<file path="src/rtl/pixel_level_balance_color_correct_macros.svh">
// Assertion helpers used by the top-level RTL.
`ifndef PIXEL_LEVEL_BALANCE_COLOR_CORRECT_MACROS_SVH
`define PIXEL_LEVEL_BALANCE_COLOR_CORRECT_MACROS_SVH

// Same-cycle implication, disabled while in reset.
`define PLBCC_ASSERT_IMPL(label, clk, rst_n, ante, cons, msg) \
    label: assert property (@(posedge clk) disable iff (!rst_n) (ante) |-> (cons)) \
        else $error(msg);

// Next-cycle implication, disabled while in reset.
`define PLBCC_ASSERT_NEXT(label, clk, rst_n, ante, cons, msg) \
    label: assert property (@(posedge clk) disable iff (!rst_n) (ante) |=> (cons)) \
        else $error(msg);

`endif

</file>
<file path="src/rtl/plbcc_pkg.sv">
`default_nettype none
package plbcc_pkg;

    localparam int PIX_W          = 8;
    localparam int GAIN_W         = 16;
    localparam int CFG_IDX_W      = 2;
    localparam int CFG_DATA_W     = 16;
    localparam int GAIN_FRAC_BITS = 12;
    localparam int NUM_LANES      = 3;

    // divider: PIX_W quotient bits, DIV_BITS per stage
    localparam int DIV_BITS   = 2;
    localparam int DIV_STAGES = PIX_W / DIV_BITS;

    // pipeline stage positions
    localparam int STG_LEVEL  = 0;
    localparam int STG_DIV0   = 1;
    localparam int STG_GAIN   = STG_DIV0 + DIV_STAGES;
    localparam int STG_MULT   = STG_GAIN + 1;
    localparam int STG_OUT    = STG_MULT + 1;
    localparam int NUM_STAGES = STG_OUT + 1;

    typedef logic [NUM_STAGES-1:0] stage_en_t;

    // register indexes
    localparam logic [CFG_IDX_W-1:0] REG_LOW_LEVEL  = 2'd0;
    localparam logic [CFG_IDX_W-1:0] REG_HIGH_LEVEL = 2'd1;
    localparam logic [CFG_IDX_W-1:0] REG_RED_GAIN   = 2'd2;
    localparam logic [CFG_IDX_W-1:0] REG_BLUE_GAIN  = 2'd3;

    localparam logic [PIX_W-1:0]  RST_LOW_LEVEL  = 8'd5;
    localparam logic [PIX_W-1:0]  RST_HIGH_LEVEL = 8'd250;
    localparam logic [GAIN_W-1:0] RST_RED_GAIN   = 16'd4710;
    localparam logic [GAIN_W-1:0] RST_BLUE_GAIN  = 16'd3562;

    localparam logic [GAIN_W-1:0] UNITY_GAIN = GAIN_W'(1 << GAIN_FRAC_BITS);

    // color matrix, numerators over 2^CCM_SHIFT
    localparam int COEF_W    = 12;
    localparam int PROD_W    = PIX_W + 1 + COEF_W;
    localparam int SUM_W     = PROD_W + 2;
    localparam int CCM_SHIFT = 9;

    localparam logic signed [COEF_W-1:0] CCM_COEF [NUM_LANES][NUM_LANES] = '{
        '{ 12'sd860, -12'sd253, -12'sd95  },
        '{-12'sd109,  12'sd928, -12'sd307 },
        '{ 12'sd20,  -12'sd290,  12'sd782 }
    };

endpackage
`default_nettype wire

</file>
<file path="src/rtl/plbcc_lane.sv">
`default_nettype none
module plbcc_lane
(
    input  wire logic                              clk,
    input  wire plbcc_pkg::stage_en_t              en,
    input  wire logic [plbcc_pkg::PIX_W-1:0]       pix,
    input  wire logic [plbcc_pkg::PIX_W-1:0]       low_level,
    input  wire logic [plbcc_pkg::PIX_W-1:0]       high_level,
    input  wire logic [plbcc_pkg::GAIN_W-1:0]      gain,
    output logic      [plbcc_pkg::PIX_W-1:0]       value
);

    typedef enum logic [1:0] {LVL_ZERO, LVL_FULL, LVL_DIV} lvl_mode_t;

    localparam int PW   = plbcc_pkg::PIX_W;
    localparam int NDS  = plbcc_pkg::DIV_STAGES;
    localparam int PRW  = plbcc_pkg::PIX_W + plbcc_pkg::GAIN_W;

    // level stage
    lvl_mode_t         mode_reg,  mode_next;
    logic [PW-1:0]     num_reg,   num_next;
    logic [PW-1:0]     den_reg,   den_next;

    always_comb
    begin
        num_next = pix - low_level;
        den_next = high_level - low_level;
        if (pix > low_level && pix < high_level)
        begin
            mode_next = LVL_DIV;
        end
        else if (pix <= low_level)
        begin
            mode_next = LVL_ZERO;
        end
        else
        begin
            mode_next = LVL_FULL;
        end
    end

    always_ff @(posedge clk)
    begin
        if (en[plbcc_pkg::STG_LEVEL])
        begin
            mode_reg <= mode_next;
            num_reg  <= num_next;
            den_reg  <= den_next;
        end
    end

    // restoring divider: floor(num * 2^PW / den), num < den when dividing
    logic [PW-1:0]  rem_reg  [NDS];
    logic [PW-1:0]  quo_reg  [NDS];
    logic [PW-1:0]  dv_reg   [NDS];
    lvl_mode_t      md_reg   [NDS];
    logic [PW-1:0]  rem_next [NDS];
    logic [PW-1:0]  quo_next [NDS];

    // what each divider stage starts from
    logic [PW-1:0]  rem_in   [NDS];
    logic [PW-1:0]  quo_in   [NDS];
    logic [PW-1:0]  den_in   [NDS];
    lvl_mode_t      md_in    [NDS];

    always_comb
    begin
        rem_in[0] = num_reg;
        quo_in[0] = '0;
        den_in[0] = den_reg;
        md_in[0]  = mode_reg;
        for (int k = 1; k < NDS; k++)
        begin
            rem_in[k] = rem_reg[k-1];
            quo_in[k] = quo_reg[k-1];
            den_in[k] = dv_reg[k-1];
            md_in[k]  = md_reg[k-1];
        end
    end

    always_comb
    begin
        logic [PW:0]   r9;
        logic [PW-1:0] rem_w;
        logic [PW-1:0] quo_w;
        logic [PW-1:0] den_w;
        for (int k = 0; k < NDS; k++)
        begin
            rem_w = rem_in[k];
            quo_w = quo_in[k];
            den_w = den_in[k];
            for (int j = 0; j < plbcc_pkg::DIV_BITS; j++)
            begin
                r9 = {rem_w, 1'b0};
                if (r9 >= {1'b0, den_w})
                begin
                    r9    = r9 - {1'b0, den_w};
                    quo_w = {quo_w[PW-2:0], 1'b1};
                end
                else
                begin
                    quo_w = {quo_w[PW-2:0], 1'b0};
                end
                rem_w = r9[PW-1:0];
            end
            rem_next[k] = rem_w;
            quo_next[k] = quo_w;
        end
    end

    always_ff @(posedge clk)
    begin
        for (int k = 0; k < NDS; k++)
        begin
            if (en[plbcc_pkg::STG_DIV0 + k])
            begin
                rem_reg[k] <= rem_next[k];
                quo_reg[k] <= quo_next[k];
                dv_reg[k]  <= den_in[k];
                md_reg[k]  <= md_in[k];
            end
        end
    end

    // white balance gain
    logic [PW-1:0]  lvl;
    logic [PRW-1:0] prod;
    logic [PRW-1:0] prod_sh;
    logic [PW-1:0]  value_reg, value_next;

    always_comb
    begin
        case (md_reg[NDS-1])
            LVL_ZERO: lvl = '0;
            LVL_FULL: lvl = '1;
            LVL_DIV:  lvl = quo_reg[NDS-1];
            default:  lvl = '1;
        endcase
        prod    = PRW'(lvl) * PRW'(gain);
        prod_sh = prod >> plbcc_pkg::GAIN_FRAC_BITS;
        value_next = (|prod_sh[PRW-1:PW]) ? '1 : prod_sh[PW-1:0];
    end

    always_ff @(posedge clk)
    begin
        if (en[plbcc_pkg::STG_GAIN])
        begin
            value_reg <= value_next;
        end
    end

    assign value = value_reg;

endmodule
`default_nettype wire

</file>
<file path="src/rtl/plbcc_ccm.sv">
`default_nettype none
module plbcc_ccm
(
    input  wire logic                                                   clk,
    input  wire plbcc_pkg::stage_en_t                                   en,
    input  wire logic [plbcc_pkg::NUM_LANES-1:0][plbcc_pkg::PIX_W-1:0]  chan_in,
    output logic      [plbcc_pkg::NUM_LANES-1:0][plbcc_pkg::PIX_W-1:0]  chan_out
);

    localparam int NL  = plbcc_pkg::NUM_LANES;
    localparam int PW  = plbcc_pkg::PIX_W;
    localparam int PRW = plbcc_pkg::PROD_W;
    localparam int SW  = plbcc_pkg::SUM_W;

    logic signed [PRW-1:0] prod_reg [NL][NL];

    always_ff @(posedge clk)
    begin
        if (en[plbcc_pkg::STG_MULT])
        begin
            for (int o = 0; o < NL; o++)
            begin
                for (int i = 0; i < NL; i++)
                begin
                    prod_reg[o][i] <= PRW'($signed({1'b0, chan_in[i]}))
                                      * PRW'(plbcc_pkg::CCM_COEF[o][i]);
                end
            end
        end
    end

    logic [NL-1:0][PW-1:0] out_reg, out_next;

    always_comb
    begin
        logic signed [SW-1:0] sum;
        logic signed [SW-1:0] sh;
        for (int o = 0; o < NL; o++)
        begin
            sum = '0;
            for (int i = 0; i < NL; i++)
            begin
                sum = sum + SW'(prod_reg[o][i]);
            end
            sh = sum >>> plbcc_pkg::CCM_SHIFT;
            if (sum < 0)
            begin
                out_next[o] = '0;
            end
            else if (|sh[SW-1:PW])
            begin
                out_next[o] = '1;
            end
            else
            begin
                out_next[o] = sh[PW-1:0];
            end
        end
    end

    always_ff @(posedge clk)
    begin
        if (en[plbcc_pkg::STG_OUT])
        begin
            out_reg <= out_next;
        end
    end

    assign chan_out = out_reg;

endmodule
`default_nettype wire

</file>
<file path="src/rtl/pixel_level_balance_color_correct.sv">
// Throughput: one pixel per cycle while out_stall is low; the eight-stage
// pipeline (level, four radix-4 divider stages, gain, matrix products,
// matrix sum) moves whenever the output is not stalled.
// A stalled output holds the pipe; bubbles still close up behind it.
// Reset: async active low; clears valid bits and loads default registers.
`default_nettype none
`include "pixel_level_balance_color_correct_macros.svh"
module pixel_level_balance_color_correct
(
    input  wire logic                                   clk,
    input  wire logic                                   rst_n,
    input  wire logic                                   cfg_wr_en,
    input  wire logic [plbcc_pkg::CFG_IDX_W-1:0]        cfg_index,
    input  wire logic [plbcc_pkg::CFG_DATA_W-1:0]       cfg_data,
    input  wire logic                                   in_valid,
    output logic                                        in_stall,
    input  wire logic [plbcc_pkg::PIX_W-1:0]            red_in,
    input  wire logic [plbcc_pkg::PIX_W-1:0]            green_in,
    input  wire logic [plbcc_pkg::PIX_W-1:0]            blue_in,
    output logic                                        out_valid,
    input  wire logic                                   out_stall,
    output logic      [plbcc_pkg::PIX_W-1:0]            red_out,
    output logic      [plbcc_pkg::PIX_W-1:0]            green_out,
    output logic      [plbcc_pkg::PIX_W-1:0]            blue_out
);

    localparam int NS = plbcc_pkg::NUM_STAGES;
    localparam int NL = plbcc_pkg::NUM_LANES;
    localparam int PW = plbcc_pkg::PIX_W;

    // config registers
    logic [PW-1:0]                   low_level_reg;
    logic [PW-1:0]                   high_level_reg;
    logic [plbcc_pkg::GAIN_W-1:0]    red_gain_reg;
    logic [plbcc_pkg::GAIN_W-1:0]    blue_gain_reg;

    always_ff @(posedge clk or negedge rst_n)
    begin
        if (!rst_n)
        begin
            low_level_reg  <= plbcc_pkg::RST_LOW_LEVEL;
            high_level_reg <= plbcc_pkg::RST_HIGH_LEVEL;
            red_gain_reg   <= plbcc_pkg::RST_RED_GAIN;
            blue_gain_reg  <= plbcc_pkg::RST_BLUE_GAIN;
        end
        else if (cfg_wr_en)
        begin
            case (cfg_index)
                plbcc_pkg::REG_LOW_LEVEL:  low_level_reg  <= cfg_data[PW-1:0];
                plbcc_pkg::REG_HIGH_LEVEL: high_level_reg <= cfg_data[PW-1:0];
                plbcc_pkg::REG_RED_GAIN:   red_gain_reg   <= cfg_data;
                plbcc_pkg::REG_BLUE_GAIN:  blue_gain_reg  <= cfg_data;
                default: ;
            endcase
        end
    end

    // stage valids; a stage loads when empty or when the next one loads
    logic [NS-1:0]        valid_reg, valid_next;
    plbcc_pkg::stage_en_t en;

    always_comb
    begin
        en[NS-1] = !valid_reg[NS-1] || !out_stall;
        for (int i = NS - 2; i >= 0; i--)
        begin
            en[i] = !valid_reg[i] || en[i+1];
        end
        valid_next[0] = en[0] ? in_valid : valid_reg[0];
        for (int i = 1; i < NS; i++)
        begin
            if (en[i])
            begin
                valid_next[i] = valid_reg[i-1];
            end
            else
            begin
                valid_next[i] = valid_reg[i];
            end
        end
    end

    always_ff @(posedge clk or negedge rst_n)
    begin
        if (!rst_n)
        begin
            valid_reg <= '0;
        end
        else
        begin
            valid_reg <= valid_next;
        end
    end

    assign in_stall  = !en[0];
    assign out_valid = valid_reg[NS-1];

    // per-channel lanes
    logic [NL-1:0][PW-1:0]                lane_pix;
    logic [NL-1:0][plbcc_pkg::GAIN_W-1:0] lane_gain;
    logic [NL-1:0][PW-1:0]                lane_val;
    logic [NL-1:0][PW-1:0]                ccm_out;

    assign lane_pix  = {blue_in, green_in, red_in};
    assign lane_gain = {blue_gain_reg, plbcc_pkg::UNITY_GAIN, red_gain_reg};

    for (genvar l = 0; l < NL; l++)
    begin : g_lane
        plbcc_lane u_lane
        (
            .clk        (clk),
            .en         (en),
            .pix        (lane_pix[l]),
            .low_level  (low_level_reg),
            .high_level (high_level_reg),
            .gain       (lane_gain[l]),
            .value      (lane_val[l])
        );
    end

    plbcc_ccm u_ccm
    (
        .clk      (clk),
        .en       (en),
        .chan_in  (lane_val),
        .chan_out (ccm_out)
    );

    assign red_out   = ccm_out[0];
    assign green_out = ccm_out[1];
    assign blue_out  = ccm_out[2];

    `PLBCC_ASSERT_IMPL(a_full_stall, clk, rst_n, (&valid_reg) && out_stall, in_stall,
        "full pipe with stalled output must stall input")
    `PLBCC_ASSERT_IMPL(a_empty_entry, clk, rst_n, !valid_reg[0], !in_stall,
        "input stalled with empty first stage")
    `PLBCC_ASSERT_NEXT(a_beat_enters, clk, rst_n, in_valid && !in_stall, valid_reg[0],
        "accepted beat missing from first stage")

endmodule
`default_nettype wire

</file>
<file path="config.mk">
export PLATFORM = sky130hd
export DESIGN_NAME = pixel_level_balance_color_correct
export DESIGN_NICKNAME = d
export VERILOG_FILES = /design/src/rtl/plbcc_pkg.sv /design/src/rtl/plbcc_lane.sv /design/src/rtl/plbcc_ccm.sv /design/src/rtl/pixel_level_balance_color_correct.sv
export VERILOG_INCLUDE_DIRS = /design/src /design/src/rtl
export SDC_FILE = /design/constraint.sdc
export NUM_CORES = 2
export LEC_CHECK = 0
export BUFFER_PORTS_ARGS = -buffer_cell sky130_fd_sc_hd__buf_2
export CORE_ASPECT_RATIO = 0.75
export CORE_MARGIN = 5
export CORE_UTILIZATION = 30
export CTS_BUF_LIST = sky130_fd_sc_hd__clkbuf_8 sky130_fd_sc_hd__clkbuf_16
export CTS_CLUSTER_SIZE = 16
export DETAILED_ROUTE_END_ITERATION = 8
export PLACE_DENSITY_LB_ADDON = 0.12
export SKIP_LAST_GASP = 1
export SYNTH_ARGS = -nofsm -noshare
export SYNTH_HDL_FRONTEND = slang
export SYNTH_SLANG_ARGS = --single-unit
</file>
<file path="constraint.sdc">
create_clock -name clk -period 5.9 [get_ports clk]
set_input_delay 0.295 -clock clk [delete_from_list [all_inputs] [get_ports clk]]
set_output_delay 0.295 -clock clk [all_outputs]
set_load 0.01 [all_outputs]
</file>
==> impl_metrics.tcl <==
set metrics [dict create \
    die_w_um 453 \
    synth_edf_count 403 \
    async_flop_share 0.122 \
    postSynthRegisterBits 459 \
    path_clk_slew_ns 0.06 \
    io_buffers 72 \
    via_per_inst 4.61 \
    path_class "reg2reg" \
    nNetsFinal 5286 \
    synth_top_area_share 0.274 \
    r2r_cells 18 \
    dp_hpwl_mm 95.5 \
    start_util 0.303 \
    syn_area_mm2 0.0441 \
    drv_cap 0 \
    layout_commonest_cell "ha_1" \
    synth.distinct_cells 92 \
    synthFlopType "edfxtp_1" \
    antenna_found_initial 4 \
    clockBufferDepth 3 \
    drv_slew 0 \
    grt_usage 0.153 \
    wl_per_cell_um 18.9 \
    syn_area_per_cell_um2 10.9 \
    layout_common_cells "ha_1 (701), inv_1 (593), edfxtp_1 (403)" \
    vias 28600 \
    max_slew_margin 0.270 \
    grt_use_met1 0.246 \
    dr.pass1.iters 5 \
    core_area_mm2 0.146 \
    setup_tns_ns 0 \
    cp_data_required_time_ns 6.29 \
    busiest_layer "met1" \
    place_congestion 0.793 \
    htreeDepth 2 \
    arrival_ns 5.91 \
    grtUsageMet2 0.213 \
    hold_viol 0 \
    hp-start "cfg_index[0]" \
    synth_top_cell_by_area "edfxtp_1" \
    cts_buffers 55 \
    grt_setup_unrepaired "false" \
    synth_nets 5118 \
    path_max_fanout 10 \
    drc 0 \
    critPathLaunchType "register" \
    setup_viol 0 \
    largest_register_ffs 137 \
    first_iter_violations 1595 \
    post-route-min-period_ns 5.52 \
    ant_nets 0 \
    grt_pass1_wl_mm 182 \
    clk-insertion-delay-late_ns 0.68 \
    r2r-start "g_lane[2].u_lane.md_reg[3][1]" \
    cts_tree "built" \
    grt_overflow_total 0 \
    die_y_um 342 \
    endpoint_kind "register" \
    syn_to_final_growth_pct 11.7 \
    grt_start_max_net_pins 81 \
    grt_use_met3 0.0242 \
    drive_gt1_frac 0.101 \
    hold_depth 5 \
    grt_pass1_vias 29300 \
    clock_tree.root_cell "clkbuf_16" \
    status "finished clean" \
    startpoint "g_lane[2].u_lane.md_reg[3][1]" \
    yosysSeqAreaShare 0.307 \
    num_rows 121 \
    yosysWarnings 0 \
    finalClockSkew_ns 0.0524 \
    pin_count 73 \
    synthTopCellsByArea "edfxtp_1 (27%), ha_1 (20%), fa_1 (15%)" \
    fmax_ghz 0.181 \
    hold_path.class "in2reg" \
    whs_ns 0.0915 \
    cts_sinks 459 \
    min_period_over_period 0.935 \
    syn_inst 4039 \
    drt_wl_total_mm 117 \
    worst_pin_slew_ns 1.09 \
    dieArea_mm2 0.155 \
]
## kinds of logic (layout without fill, tap and decap cells)
group / Yosys count / in the layout / synth area share
adder cells (fa/ha/maj): 1032 / 1032 / 0.349
AND/OR/NAND/NOR: 853 / 853 / 0.102
flip-flops: 459 / 459 / 0.307
XOR/XNOR: 236 / 236 / 0.0470
buffers and inverters: 629 / 838 / 0.0542
AO/OA/AOI/OAI: 674 / 674 / 0.101
other: 0 / 2 / 0
multiplexers: 156 / 156 / 0.0401
## synth_stat cells, drive strengths merged (71+ instances only)
cell	number
xor2	71
xnor2	165
a21o	136
ha	701
inv	589
nor2	158
and2	138
a21oi	173
nand2	161
nor2b	142
fa	331
mux2	144
o21ai	136
edfxtp	403
## through the flow
| step | instance area, um^2 | setup slack, ns | cells | utilization |
|---|---|---|---|---|
| after floorplan | 44100 | 0.459 | 4039 | - |
| after global placement | 47300 | 0.271 | 6100 | 0.324 |
| after detailed placement | 47300 | 0.166 | 6100 | 0.324 |
| after CTS | 49200 | 0.164 | 6216 | 0.338 |
| after global routing | 49300 | 0.0123 | 6217 | 0.338 |
| final | 49300 | 0.384 | 6218 | 0.338 |
## routing by layer
| metal | up-vias | routed length, um |
|---|---|---|
| met3 | 90 | 4930 |
| li1 | 14300 | - |
| met1 | 13800 | 64900 |
| met5 | - | 0 |
| met2 | 422 | 45700 |
| met4 | 0 | 1760 |
## critical path, stage by stage, from the launching register on
cell	delay [ns]
edfxtp_1	0.49
a21o_1	0.30
buf_4	0.22
nand2_1	0.09
fa_1	0.56
inv_1	0.06
fa_1	0.46
fa_1	0.55
inv_1	0.08
fa_1	0.53
inv_1	0.05
ha_1	0.32
inv_1	0.06
o31ai_2	0.37
a41oi_2	0.24
o211ai_2	0.28
a21oi_2	0.11
mux2i_4	0.22
or2_1	0.27
## area by class of cell
type	count	area (um^2)
Inverter	589	2220
Sequential cell	459	13500
Clock buffer	56	1390
Fill cell	14900	96400
Clock inverter	42	429
Tap cell	1968	2460
Multi-Input combinational cell	2951	28200
Timing Repair Buffer	151	1020
Antenna cell	2	5.00
## worst paths after layout
kind | to | slack, ns
worst min register to register | g_lane[0].u_lane.quo_reg[2][2] | 0.38
worst max-delay path | g_lane[2].u_lane.value[6] | 0.38
max in group asynchronous | valid_reg[6] | 4.98
worst max register to register | g_lane[2].u_lane.value[6] | 0.38
min in group asynchronous | blue_gain_reg[9] | 0.34
worst min-delay path | low_level_reg[2] | 0.09
## what timing repair did
item	in CTS	in global routing
setup endpoints to repair	0	10
hold endpoints to repair	71	0
resized for setup	0	5
buffers inserted	0	0
hold buffers	18	0
Power is not shown: default switching activity piles up to over one toggle a cycle in this logic, so the estimate is an artifact.
